$ cat src/hdl/b64d_pkg.sv
`timescale 1ns / 1ps
// b64d_pkg: shared types, constants and the character lookup for the base64 decoder
// used by every module of the decoder; depends on nothing else

package b64d_pkg;

  // queue between the front and back parts
  localparam int QueueDepth = 4;
  localparam int QueueAw    = $clog2(QueueDepth);

  // character constants
  localparam logic [7:0] PAD_CHAR     = 8'h3D;  // '='
  localparam logic [7:0] PLUS_CHAR    = 8'h2B;  // '+'
  localparam logic [7:0] SLASH_CHAR   = 8'h2F;  // '/'
  localparam logic [7:0] INVALID_MARK = 8'h80;

  // result kinds
  localparam logic [1:0] KIND_BYTE  = 2'd0;
  localparam logic [1:0] KIND_OK    = 2'd1;
  localparam logic [1:0] KIND_ERROR = 2'd2;

  localparam logic [15:0] LIMIT_RESET = 16'd512;

  // input request payload
  typedef struct packed {
    logic [7:0] text_char;
    logic       end_of_text;
  } text_t;

  // output request payload
  typedef struct packed {
    logic [1:0]  kind;
    logic [7:0]  data_byte;
    logic [15:0] byte_count;
    logic        last_of_run;
  } result_t;

  // one pending result inside a bundle
  typedef struct packed {
    logic [1:0]  kind;
    logic [7:0]  data_byte;
    logic [15:0] byte_count;
  } slot_t;

  // all results caused by one character: three byte slots, then the status slot
  typedef struct packed {
    logic [3:0]  mask;
    slot_t [3:0] slot;
  } bundle_t;

  // character to sextet, invalid characters carry the invalid mark
  function automatic logic [7:0] sextet_of(input logic [7:0] ch);
    logic [7:0] v;
    if (ch >= 8'h41 && ch <= 8'h5A) begin
      v = ch - 8'h41;
    end else if (ch >= 8'h61 && ch <= 8'h7A) begin
      v = ch - 8'h61 + 8'd26;
    end else if (ch >= 8'h30 && ch <= 8'h39) begin
      v = ch - 8'h30 + 8'd52;
    end else if (ch == PLUS_CHAR) begin
      v = 8'd62;
    end else if (ch == SLASH_CHAR) begin
      v = 8'd63;
    end else if (ch == PAD_CHAR) begin
      v = 8'd0;
    end else begin
      v = INVALID_MARK;
    end
    return v;
  endfunction

endpackage

$ cat src/hdl/b64d_front.sv
`timescale 1ns / 1ps
// b64d_front: accepts characters, collects groups of four and builds the result bundle
// depends on b64d_pkg

module b64d_front import b64d_pkg::*; (
  input  logic        clk,
  input  logic        rst,
  input  logic        text_valid,
  output logic        text_stall,
  input  text_t       text,
  input  logic [15:0] limit,
  output logic        push,
  output bundle_t     push_data,
  input  logic        full
);

  logic [17:0] store, store_next;
  logic [1:0]  pos, pos_next;
  logic        third_pad, third_pad_next;
  logic        group_bad, group_bad_next;
  logic [15:0] count, count_next;
  logic        halted, halted_next;
  logic        err, err_next;

  logic        accept;
  logic [7:0]  sx;
  logic [5:0]  s;
  logic        bad, is_end, active, fourth_pad, at_limit;
  logic [23:0] bits;
  logic [15:0] room;
  logic [1:0]  n_want, emit_lim, emit_n;

  assign accept     = text_valid && !full;
  assign text_stall = full;

  // classify the character
  assign sx         = sextet_of(text.text_char);
  assign bad        = (sx & INVALID_MARK) != 8'd0;
  assign s          = sx[5:0];
  assign is_end     = (text.text_char == 8'd0) || text.end_of_text;
  assign active     = (text.text_char != 8'd0) && !halted;
  assign fourth_pad = (text.text_char == PAD_CHAR);
  assign bits       = {store, s};

  // bytes wanted by the group and room left under the limit
  assign at_limit = count >= limit;
  assign room     = limit - count;
  assign n_want   = 2'd1 + {1'b0, !third_pad} + {1'b0, !fourth_pad};
  assign emit_lim = (room < 16'd3) ? room[1:0] : 2'd3;
  assign emit_n   = (n_want < emit_lim) ? n_want : emit_lim;

  // next state and bundle
  always_comb begin
    store_next     = store;
    pos_next       = pos;
    third_pad_next = third_pad;
    group_bad_next = group_bad;
    count_next     = count;
    halted_next    = halted;
    err_next       = err;
    push_data      = '0;

    push_data.slot[0] = '{kind: KIND_BYTE, data_byte: bits[23:16],
                          byte_count: count + 16'd1};
    push_data.slot[1] = '{kind: KIND_BYTE,
                          data_byte: third_pad ? bits[7:0] : bits[15:8],
                          byte_count: count + 16'd2};
    push_data.slot[2] = '{kind: KIND_BYTE, data_byte: bits[7:0],
                          byte_count: count + 16'd3};

    if (active) begin
      group_bad_next = group_bad || bad;
      if (pos != 2'd3) begin
        if (pos == 2'd2) begin
          third_pad_next = fourth_pad;
        end
        store_next = {store[11:0], s};
        pos_next   = pos + 2'd1;
      end else begin
        if (at_limit) begin
          halted_next = 1'b1;
        end else if (group_bad || bad) begin
          halted_next = 1'b1;
          err_next    = 1'b1;
        end else begin
          push_data.mask[0] = emit_n >= 2'd1;
          push_data.mask[1] = emit_n >= 2'd2;
          push_data.mask[2] = emit_n >= 2'd3;
          count_next        = count + {14'd0, emit_n};
          if (room <= {14'd0, emit_n}) begin
            halted_next = 1'b1;
          end
        end
        store_next     = '0;
        pos_next       = 2'd0;
        third_pad_next = 1'b0;
        group_bad_next = 1'b0;
      end
    end

    // end of string: status result and clear
    push_data.slot[3] = '{kind: err_next ? KIND_ERROR : KIND_OK, data_byte: 8'd0,
                          byte_count: count_next};
    if (is_end) begin
      push_data.mask[3] = 1'b1;
      store_next        = '0;
      pos_next          = 2'd0;
      third_pad_next    = 1'b0;
      group_bad_next    = 1'b0;
      count_next        = '0;
      halted_next       = 1'b0;
      err_next          = 1'b0;
    end
  end

  assign push = accept && (push_data.mask != 4'd0);

  // string state
  always_ff @(posedge clk) begin
    if (rst) begin
      store     <= '0;
      pos       <= '0;
      third_pad <= 1'b0;
      group_bad <= 1'b0;
      count     <= '0;
      halted    <= 1'b0;
      err       <= 1'b0;
    end else if (accept) begin
      store     <= store_next;
      pos       <= pos_next;
      third_pad <= third_pad_next;
      group_bad <= group_bad_next;
      count     <= count_next;
      halted    <= halted_next;
      err       <= err_next;
    end
  end

endmodule

$ cat src/hdl/b64d_queue.sv
`timescale 1ns / 1ps
// b64d_queue: short queue of result bundles between the front and back parts
// depends on b64d_pkg

module b64d_queue import b64d_pkg::*; (
  input  logic    clk,
  input  logic    rst,
  input  logic    push,
  input  bundle_t push_data,
  output logic    full,
  input  logic    pop,
  output bundle_t pop_data,
  output logic    empty
);

  bundle_t              mem [QueueDepth];
  logic [QueueAw-1:0]   wr_ptr;
  logic [QueueAw-1:0]   rd_ptr;
  logic [QueueAw:0]     fill;

  assign full     = fill == (QueueAw+1)'(QueueDepth);
  assign empty    = fill == '0;
  assign pop_data = mem[rd_ptr];

  // storage
  always_ff @(posedge clk) begin
    if (push) begin
      mem[wr_ptr] <= push_data;
    end
  end

  // pointers and fill level
  always_ff @(posedge clk) begin
    if (rst) begin
      wr_ptr <= '0;
      rd_ptr <= '0;
      fill   <= '0;
    end else begin
      if (push) begin
        wr_ptr <= wr_ptr + 1'b1;
      end
      if (pop) begin
        rd_ptr <= rd_ptr + 1'b1;
      end
      if (push && !pop) begin
        fill <= fill + 1'b1;
      end else if (pop && !push) begin
        fill <= fill - 1'b1;
      end
    end
  end

  a_no_overflow: assert property (@(posedge clk) disable iff (rst) push |-> !full)
    else $error("push into full queue");
  a_no_underflow: assert property (@(posedge clk) disable iff (rst) pop |-> !empty)
    else $error("pop from empty queue");
  a_fill_range: assert property (@(posedge clk) disable iff (rst)
    fill <= (QueueAw+1)'(QueueDepth))
    else $error("queue fill out of range");
  a_fill_hold: assert property (@(posedge clk) disable iff (rst)
    (!push && !pop) |=> $stable(fill))
    else $error("queue fill moved without push or pop");

endmodule

$ cat src/hdl/b64d_back.sv
`timescale 1ns / 1ps
// b64d_back: takes bundles from the queue and sends their results one per cycle while the receiver does not stall
// depends on b64d_pkg

module b64d_back import b64d_pkg::*; (
  input  logic    clk,
  input  logic    rst,
  input  bundle_t q_data,
  input  logic    q_empty,
  output logic    pop,
  output logic    result_valid,
  input  logic    result_stall,
  output result_t result
);

  slot_t [3:0] cur_slot;
  logic [3:0]  cur_mask;
  logic [3:0]  mask_after;
  logic [3:0]  sel_bit;
  logic [1:0]  sel;
  logic        out_free;

  assign out_free = !result_valid || !result_stall;

  // first pending slot
  always_comb begin
    if (cur_mask[0]) begin
      sel = 2'd0;
    end else if (cur_mask[1]) begin
      sel = 2'd1;
    end else if (cur_mask[2]) begin
      sel = 2'd2;
    end else begin
      sel = 2'd3;
    end
  end

  assign sel_bit    = 4'b0001 << sel;
  assign mask_after = out_free ? (cur_mask & ~sel_bit) : cur_mask;
  assign pop        = !q_empty && (mask_after == 4'd0);

  // current bundle
  always_ff @(posedge clk) begin
    if (rst) begin
      cur_mask <= '0;
    end else begin
      cur_mask <= pop ? q_data.mask : mask_after;
    end
    if (pop) begin
      cur_slot <= q_data.slot;
    end
  end

  // output register
  always_ff @(posedge clk) begin
    if (rst) begin
      result_valid <= 1'b0;
    end else if (out_free) begin
      result_valid <= cur_mask != 4'd0;
    end
    if (out_free && (cur_mask != 4'd0)) begin
      result.kind        <= cur_slot[sel].kind;
      result.data_byte   <= cur_slot[sel].data_byte;
      result.byte_count  <= cur_slot[sel].byte_count;
      result.last_of_run <= (cur_mask & ~sel_bit) == 4'd0;
    end
  end

  a_byte_kind_has_count: assert property (@(posedge clk) disable iff (rst)
    (result_valid && result.kind == KIND_BYTE) |-> result.byte_count != 16'd0)
    else $error("decoded byte with zero count");
  a_status_is_last: assert property (@(posedge clk) disable iff (rst)
    (result_valid && result.kind != KIND_BYTE) |-> result.last_of_run)
    else $error("status result not last of run");
  a_pop_only_when_drained: assert property (@(posedge clk) disable iff (rst)
    pop |-> mask_after == 4'd0)
    else $error("bundle loaded over pending results");

endmodule

$ cat src/hdl/base64_stream_decoder.sv
`timescale 1ns / 1ps
// base64_stream_decoder: top level, output limit register and the three parts
// depends on b64d_pkg, b64d_front, b64d_queue, b64d_back
//
// Use:
//   text channel (text_valid / text_stall / text): one character per request,
//   with end_of_text marking the last one of a string; a zero character also
//   ends the string.
//   result channel (result_valid / result_stall / result): decoded bytes, then
//   one status result per string (finished ok or finished with error), each
//   carrying the running byte count; last_of_run flags the final result of
//   each character.
//   limit channel (limit_valid / limit_ready / limit_data): writes the output
//   byte limit per string; always ready, write it only while idle.
// Timing:
//   a character is taken every cycle while the four-entry bundle queue has room;
//   its first result passes the queue, the current bundle register and the
//   output register. Results leave one per cycle while the receiver does not
//   stall, and the queue fills when output runs behind the input.
// Reset: clears string state, queue and output register; the limit returns to 512.
// Receiver stall: the output register holds and the back part keeps the rest of
//   the current character's results, or loads one more bundle if none are left;
//   the queue takes characters that cause results until its four entries are full, then text_stall rises.

module base64_stream_decoder import b64d_pkg::*; (
  input  logic        clk,
  input  logic        rst,
  input  logic        text_valid,
  output logic        text_stall,
  input  text_t       text,
  output logic        result_valid,
  input  logic        result_stall,
  output result_t     result,
  input  logic        limit_valid,
  output logic        limit_ready,
  input  logic [15:0] limit_data
);

  logic [15:0] limit;
  logic        push, pop, q_full, q_empty;
  bundle_t     push_data, q_data;

  assign limit_ready = 1'b1;

  // output limit register
  always_ff @(posedge clk) begin
    if (rst) begin
      limit <= LIMIT_RESET;
    end else if (limit_valid && limit_ready) begin
      limit <= limit_data;
    end
  end

  b64d_front u_front (
    .clk        (clk),
    .rst        (rst),
    .text_valid (text_valid),
    .text_stall (text_stall),
    .text       (text),
    .limit      (limit),
    .push       (push),
    .push_data  (push_data),
    .full       (q_full)
  );

  b64d_queue u_queue (
    .clk       (clk),
    .rst       (rst),
    .push      (push),
    .push_data (push_data),
    .full      (q_full),
    .pop       (pop),
    .pop_data  (q_data),
    .empty     (q_empty)
  );

  b64d_back u_back (
    .clk          (clk),
    .rst          (rst),
    .q_data       (q_data),
    .q_empty      (q_empty),
    .pop          (pop),
    .result_valid (result_valid),
    .result_stall (result_stall),
    .result       (result)
  );

endmodule
$ cat config.mk
export PLATFORM = sky130hd
export DESIGN_NAME = base64_stream_decoder
export DESIGN_NICKNAME = d
export VERILOG_FILES = /design/src/hdl/b64d_pkg.sv /design/src/hdl/b64d_front.sv /design/src/hdl/b64d_queue.sv /design/src/hdl/b64d_back.sv /design/src/hdl/base64_stream_decoder.sv
export SDC_FILE = /design/constraint.sdc
export NUM_CORES = 1
export LEC_CHECK = 0
export BUFFER_PORTS_ARGS = -buffer_cell sky130_fd_sc_hd__buf_2
export CAP_MARGIN = 40
export CORE_MARGIN = 2
export CORE_UTILIZATION = 40
export CTS_CLUSTER_DIAMETER = 40
export DETAILED_ROUTE_END_ITERATION = 12
export PLACE_DENSITY = 0.53
export SYNTH_ARGS = -nofsm -noshare
export SYNTH_HDL_FRONTEND = slang
export SYNTH_SLANG_ARGS = --single-unit
$ cat constraint.sdc
create_clock -name clk -period 7.6 [get_ports clk]
set_input_delay 1.14 -clock clk [delete_from_list [all_inputs] [get_ports clk]]
set_output_delay 1.14 -clock clk [all_outputs]
set_load 0.03 [all_outputs]
==> results of run 1 <==
-- kinds of logic after synthesis --
group / Yosys count
xor gates and xnor gates: 67
buffers and inverters: 119
muxes: 122
adders and majority gates: 47
and+or+nand+nor: 297
DFF: 558
AOI/OAI and AO/OA: 223
other: 1
-- metrics by stage --
stage	hold WS [ps]	instance area, um2	util, %
floorplan	443	23000	-
global route	497	27000	47.7
finish	465	27000	47.7
detailed placement	459	24300	43.0
global placement	458	24100	42.5
CTS	468	27000	47.7
-- flip-flops by register name, summed over array words and instances (netlist names), 3 cells and up, named ones only --
| signal | cells |
|---|---|
| u_queue.fill | 3 |
| u_back.cur_mask | 4 |
| limit | 16 |
| u_back.cur_slot | 89 |
| u_front.store | 18 |
| u_front.count | 16 |
| u_back.result | 27 |
| u_queue.mem | 372 |
-- how the worst max path moves through the flow --
stage | from | to | slack, ps | depth (start not counted)
global route | u_front.count[0] | u_front.count[15] | 1280 | 23
detailed placement | u_front.count[0] | u_queue.mem[2][23] | 1810 | 17
floorplan | u_front.count[2] | u_queue.mem[0][10] | 1290 | 16
CTS | u_front.count[0] | u_queue.mem[2][71] | 1790 | 17
finish | u_front.count[0] | u_queue.mem[1][83] | 1760 | 21
global placement | u_front.count[0] | u_queue.mem[3][23] | 1870 | 17
-- per-layer routing --
layer	part of all wire, %	GRT usage, %
met2	46	27.2
met3	4.9	3.04
met4	2.1	5.69
met5	0	0
met1	47	25.9
-- cells in the final DEF (no fill, tap or decap), types with 10 or more instances in the layout --
| cell | n |
|---|---|
| xor2_1 | 10 |
| dfxtp_1 | 68 |
| mux2i_1 | 19 |
| a21oi_1 | 77 |
| clkinv_1 | 16 |
| inv_1 | 35 |
| inv_6 | 18 |
| mux4_2 | 93 |
| ha_1 | 43 |
| nor2_1 | 100 |
| nand3_1 | 34 |
| edfxtp_1 | 488 |
| nand2_1 | 59 |
| xnor2_1 | 57 |
| o21ai_0 | 42 |
| buf_2 | 59 |
| o22ai_1 | 30 |
| clkbuf_16 | 82 |
| buf_4 | 16 |
| nor3_1 | 25 |
| nand4_1 | 11 |
| a22oi_1 | 23 |
-- cell type report --
class                   instances  area [um2]  share of cell area [%]
repair buffers                 89         691                    2.56
clock buffers                  91        2090                    7.72
inverters                      45         169                   0.625
multi-input cells             757        6450                    23.9
clock inverters                54         606                    2.24
well taps                     756         946                    3.50
flip-flops and latches        558       16100                    59.5
-- worst register-to-register path: stages (launching register included) --
cell	delay, ps
dfxtp_1	650
ha_1	270
inv_1	50
fa_1	400
a211oi_1	310
o21ai_1	170
a21boi_1	230
nor4b_1	290
nor3_1	100
nor4_2	310
nand2_1	110
or2_2	310
ha_1	270
a21boi_0	70
a31o_2	270
inv_1	110
ha_1	170
a21oi_1	110
nor2_1	100
nand4_1	460
nor3_1	570
xnor2_1	230
-- power breakdown --
| group | internal (mW) | total (mW) | leakage [nW] | switching, mW |
|---|---|---|---|---|
| Combinational | 0.713 | 1.90 | 2.59 | 1.19 |
| Sequential | 3.96 | 4.16 | 5.13 | 0.197 |
| Clock | 2.26 | 3.67 | 1.29 | 1.42 |
| Total | 6.93 | 9.73 | 9.00 | 2.80 |
==> results.sh, run 1 <==
export IMPL_wl_um=51600
export IMPL_synth_top_area_share_pct=63.8
export IMPL_core_area_mm2=0.0566
export IMPL_pin_count=60
export IMPL_final_cells=2350
export IMPL_cp_num_buf_inv=2
export IMPL_maxCapViolations=0
export IMPL_worstSkewPairLatency_ps=610
export IMPL_hold_violations=0
export IMPL_gr_usage_all_layers_pct=17.8
export IMPL_dr_pass1_iters=4
export IMPL_path_cells="ha_1, inv_1, fa_1, a211oi_1, o21ai_1, a21boi_1, nor4b_1, nor3_1, nor4_2, nand2_1, or2_2, ha_1, a21boi_0, a31o_2, inv_1, ha_1, a21oi_1, nor2_1, nand4_1, nor3_1, xnor2_1"
export IMPL_synth_top_cells_by_area="edfxtp_1, mux4_2, dfxtp_1"
export IMPL_io_buffers=58
export IMPL_layout_drive_gt1_share_pct=21.5
export IMPL_dr_first_iter_drc_count=884
export IMPL_dp_hpwl_um=32900
export IMPL_wl_per_cell_um=21.9
export IMPL_grt_pass1_vias=12966
export IMPL_ys_seq_area_share_pct=69.9
export IMPL_synth_simple_gate_area_share_pct=6.39
export IMPL_synth_compound_area_share_pct=5.95
export IMPL_post_place_ws_ps=1810
export IMPL_cpPeakStageDelay_ps=650
export IMPL_die_h_um=244
export IMPL_synth_edf_count=488
export IMPL_yosys_area_top_type="edfxtp_1"
export IMPL_place_congestion=0.854
export IMPL_crit_path_start_kind="register"
export IMPL_path_class="reg -> reg"
export IMPL_end_kind="register"
export IMPL_ys_seq_elements=558
export IMPL_p_leak_nw=9.00
export IMPL_cts_tree="done"
export IMPL_finalCriticalPeriod_ps=5840
export IMPL_slew_viol_final=0
export IMPL_final_setup_worst_slack_ps=1760
export IMPL_worstPathMaxFanout=14
export IMPL_postCtsHoldBufs=0
export IMPL_final_setup_skew_ps=22.5
export IMPL_synth_cells=1434
export IMPL_insertedDiodeCount=0
export IMPL_grt_pass1_wl_um=79500
export IMPL_crit_top_cell="ha_1"
export IMPL_p_per_area_mw_per_mm2=360
export IMPL_antenna_left=0
export IMPL_tightest_slew_ps=895
export IMPL_cts_resized=0
export IMPL_post_route_period_util_pct=76.9
export IMPL_ir_drop_uv=240
export IMPL_worstPathArrival_ps=6160
export IMPL_synth_cell_types=74
export IMPL_worstHoldStart="u_front.store[6]"
export IMPL_ys_flop_type="edfxtp_1"
export IMPL_nFillCells=4849
export IMPL_gr_total_overflow=0
export IMPL_path_delay_family="simple AND/OR/NAND/NOR gates"
export IMPL_dp_cells=2204
export IMPL_viasPerCell=5.39
export IMPL_synth_top_family_by_area="multiplexers"
export IMPL_finalPower_mw=9.73
export IMPL_setup_violations=0
export IMPL_yosys_cell_count_top_type="edfxtp_1"
export IMPL_synth_nets=1510
export IMPL_hold_depth=2
export IMPL_cts_root_buffer="clkbuf_16"
export IMPL_rsz0062_at_grt="false"
export IMPL_grt_antenna_before_repair=0
export IMPL_syn_area_per_cell_um2=16.0
export IMPL_die_x_um=244
export IMPL_netlist_area_mm2=0.0230
export IMPL_cts_buffers=79
export IMPL_cts_buffer_depth=3
export IMPL_slew_headroom_pct=39.7
export IMPL_num_vias=12669
export IMPL_start_util_pct=40.6
export IMPL_r2r_end="u_queue.mem[1][83]"
export IMPL_ys_warn_count=0
export IMPL_ys_async_sr_fraction_pct=0
export IMPL_yosys_top_cells_count="edfxtp_1, nor2_1, mux4_2, a21oi_1, dfxtp_1"
export IMPL_synthAdderAreaFrac_pct=2.65
export IMPL_drc_errors=0
export IMPL_reg2regPathDepth=21
export IMPL_max_freq_ghz=0.171
export IMPL_rr_startpoint="u_front.count[0]"
export IMPL_grt_max_degree=72
export IMPL_row_count=87
export IMPL_setup_tns_ps=0
export IMPL_post_cts_buffers=0
export IMPL_cpMaxStageDelayCell="dfxtp_1"
export IMPL_htreeDepth=3
export IMPL_ff2ff_setup_slack_ps=1760
export IMPL_die_area_mm2=0.0593
export IMPL_cts_sinks=558
export IMPL_holdPathEnd="u_front.store[6]"
export IMPL_synthMuxAreaShare_pct=10.4
export IMPL_clk_pin_slew_ps=60
export IMPL_hold_class="reg -> reg"
export IMPL_fin_nets=1606
export IMPL_synth_xor_xnor_area_share_pct=2.56
export IMPL_area_growth_pct=17.7
export IMPL_crit_required_ps=7920
export IMPL_status="finished, final reports clean"
No activity file was read; power rests on OpenSTA's default activity.
==> run 2, diff against run 1 <==
--- a/config.mk
+++ b/config.mk
@@ -5,6 +5,7 @@
 export SDC_FILE = /design/constraint.sdc
 export NUM_CORES = 1
 export LEC_CHECK = 0
+export ABC_AREA = 1
 export BUFFER_PORTS_ARGS = -buffer_cell sky130_fd_sc_hd__buf_2
 export CAP_MARGIN = 40
 export CORE_MARGIN = 2
==> constraint.sdc (replaced) <==
create_clock -name clk -period 5.8 [get_ports clk]
set_input_delay 0.87 -clock clk [delete_from_list [all_inputs] [get_ports clk]]
set_output_delay 0.87 -clock clk [all_outputs]
set_load 0.03 [all_outputs]
==> results.sh, run 2 <==
export IMPL_grt_max_degree=139
export IMPL_post_place_ws_ps=891
export IMPL_synth_cells=2078
export IMPL_crit_start="u_front.count[1]"
export IMPL_top_register="u_queue.mem"
export IMPL_p_leak_nw=10.4
export IMPL_drc_errors=0
export IMPL_largest_register_ffs=372
export IMPL_place_congestion=0.872
export IMPL_status="finished, final reports clean"
export IMPL_post_cts_buffers=0
export IMPL_top_regs="u_queue.mem (372), u_back.cur_slot (89), u_back.result (27)"
export IMPL_gr_usage_all_layers_pct=20.6
export IMPL_max_freq_ghz=0.204
export IMPL_crit_top_cell="inv_1"
export IMPL_mostFrequentLayoutCell="edfxtp_1"
export IMPL_ys_seq_area_share_pct=67.6
export IMPL_cpPeakStageDelay_ps=560
export IMPL_p_clk_share_pct=37.2
export IMPL_row_count=89
export IMPL_p_sw_mw=4.56
export IMPL_pwr_share_comb_pct=22.8
export IMPL_cts_buffers=84
export IMPL_final_cells=3003
export IMPL_ir_drop_uv=304
export IMPL_viasPerCell=5.26
export IMPL_worstSkewPairLatency_ps=610
export IMPL_p_int_mw=9.34
export IMPL_ys_seq_elements=558
export IMPL_netlist_area_mm2=0.0237
export IMPL_synth_nets=2154
export IMPL_htreeDepth=3
export IMPL_finalCriticalPeriod_ps=4910
export IMPL_rsz0062_at_grt="false"
export IMPL_final_setup_worst_slack_ps=887
export IMPL_post_route_period_util_pct=84.7
export IMPL_setup_violations=0
export IMPL_gr_total_overflow=0
export IMPL_die_area_mm2=0.0613
export IMPL_ys_warn_count=0
export IMPL_dr_pass1_iters=6
export IMPL_dp_hpwl_um=37300
export IMPL_ys_async_sr_fraction_pct=0
export IMPL_cts_sinks=558
export IMPL_path_delay_family="simple AND/OR/NAND/NOR gates"
export IMPL_slew_headroom_pct=40.5
export IMPL_grt_antenna_before_repair=0
export IMPL_crit_required_ps=6160
export IMPL_maxCapViolations=0
export IMPL_synth_top_cells_by_area="edfxtp_1, dfxtp_1, o21ai_0"
export IMPL_insertedDiodeCount=0
export IMPL_dr_first_iter_drc_count=1349
export IMPL_core_area_mm2=0.0588
export IMPL_seqPwrFrac_pct=39.9
export IMPL_rr_startpoint="u_front.count[1]"
export IMPL_worstPathMaxFanout=11
export IMPL_area_growth_pct=18.2
export IMPL_synth_edf_count=488
export IMPL_yosys_area_top_type="edfxtp_1"
export IMPL_grt_pass1_wl_um=94300
export IMPL_tightest_slew_ps=891
export IMPL_cts_resized=0
export IMPL_dp_cells=2848
export IMPL_end_kind="register"
export IMPL_setup_tns_ps=0
export IMPL_pin_count=60
export IMPL_most_common_layout_cells="edfxtp_1, nor2_1, nand2_1, o21ai_0, inv_1"
export IMPL_syn_area_per_cell_um2=11.4
export IMPL_cts_tree="done"
export IMPL_layout_drive_gt1_share_pct=14.3
export IMPL_postCtsHoldBufs=0
export IMPL_path_class="reg -> reg"
export IMPL_holdWs_ps=457
export IMPL_cpMaxStageDelayCell="fa_1"
export IMPL_io_buffers=58
export IMPL_yosys_cell_count_top_type="edfxtp_1"
export IMPL_cts_buffer_depth=3
export IMPL_synth_top_area_share_pct=61.7
export IMPL_fin_nets=2237
export IMPL_die_h_um=248
export IMPL_post_route_cell_area_mm2=0.0281
export IMPL_worstHoldStart="u_queue.rd_ptr[0]"
export IMPL_hold_violations=0
export IMPL_start_util_pct=40.4
export IMPL_wl_um=61900
export IMPL_crit_path_start_kind="register"
export IMPL_wl_per_cell_um=20.6
export IMPL_worstPathArrival_ps=5270
export IMPL_final_setup_skew_ps=19.4
export IMPL_num_vias=15797
export IMPL_yosys_top_cells_count="edfxtp_1, nor2_1, nand2_1, o21ai_0, inv_1"
export IMPL_placed_cell_area_mm2=0.0251
export IMPL_p_sw_share_pct=32.8
export IMPL_ys_flop_type="edfxtp_1"
export IMPL_cts_root_buffer="clkbuf_16"
export IMPL_antenna_left=0
export IMPL_grt_pass1_vias=15311
export IMPL_die_x_um=248
export IMPL_hold_class="reg -> reg"
export IMPL_p_per_area_mw_per_mm2=496
export IMPL_cp_num_buf_inv=7
export IMPL_clk_pin_slew_ps=60
export IMPL_synth_cell_types=54
export IMPL_slew_viol_final=0
run 2: cell count changes in the layout (fill, tap and decap cells not counted), moves of 19 or more:
cell     before  now
inv_1        35  131
nand2_1      59  275
mux2i_1      19    0
o22ai_1      30  107
o21ai_0      42  232
nor2_1      100  294
mux4_2       93    0
xor2_1       10   42
nand3_1      34   60
xnor2_1      57    1
a22oi_1      23    0
run 2: power by group through the flow:
stage | clock, mW | combinational (mW) | sequential [mW]
5_1_grt | 5.44 | 3.53 | 5.61
3_3_place_gp | 0 | 3.17 | 5.62
6_report | 5.17 | 3.17 | 5.55
3_5_place_dp | 0 | 3.23 | 5.64
4_1_cts | 5.26 | 3.24 | 5.56
2_1_floorplan | 0 | 1.86 | 5.73
run 2: cells by family after synthesis:
family,synth area share (%)
other cells,0.0158
fa+ha+maj,2.52
buf+inv,4.16
simple gates,12.9
mux,0.379
flops,67.6
xor+xnor,1.86
compound gates,10.5
run 2: cell type report:
class | count | area [um2]
flip-flops and latches | 558 | 16100
clock inverters | 61 | 729
fillers | 5290 | 30700
repair buffers | 95 | 771
multi-input cells | 1267 | 6740
inverters | 155 | 592
well taps | 773 | 967
clock buffers | 94 | 2190
run 2: worst reg2reg max path, cell delays in order, from the launching register on:
cell      delay, ps
dfxtp_1         490
inv_1           290
fa_1            560
nand3_1         140
nand2_2          90
nand2_1         120
nand3b_1         90
nand2_1          80
nand3_1          90
nor2_1          220
and3_1          180
inv_1            30
nor2_1          120
inv_1            70
ha_1            280
a21oi_1          60
nand4_1         120
nand2_1          90
inv_1            90
ha_1            170
inv_1            60
fa_1            430
nor2_1          140
inv_1           120
nor3_2          230
nand2_1         100
nand2_1         100
inv_1            80
run 2: path summary, 6_finish.rpt:
check / endpoint / slack, ps / depth (start not counted)
setup reg to reg: u_queue.mem[2][78] / 890 / 27
hold reg to reg: register / 460 / 1
hold / removal: register / 460 / 1
setup / recovery: u_queue.mem[2][78] / 890 / 27
run 2: routing by layer:
layer	global-route usage [%]	up-vias	routed length, um
li1	-	7526	-
met1	30.0	7754	29000
met5	0	-	0
met4	6.71	0	1420
met3	2.81	90	3370
met2	31.8	427	28100
run 2: stage by stage:
stage	power, mW	util [%]
floorplan	7.59	-
global placement	8.79	42.6
detailed placement	8.87	42.7
CTS	14.1	47.7
global route	14.6	47.7
finish	13.9	47.7
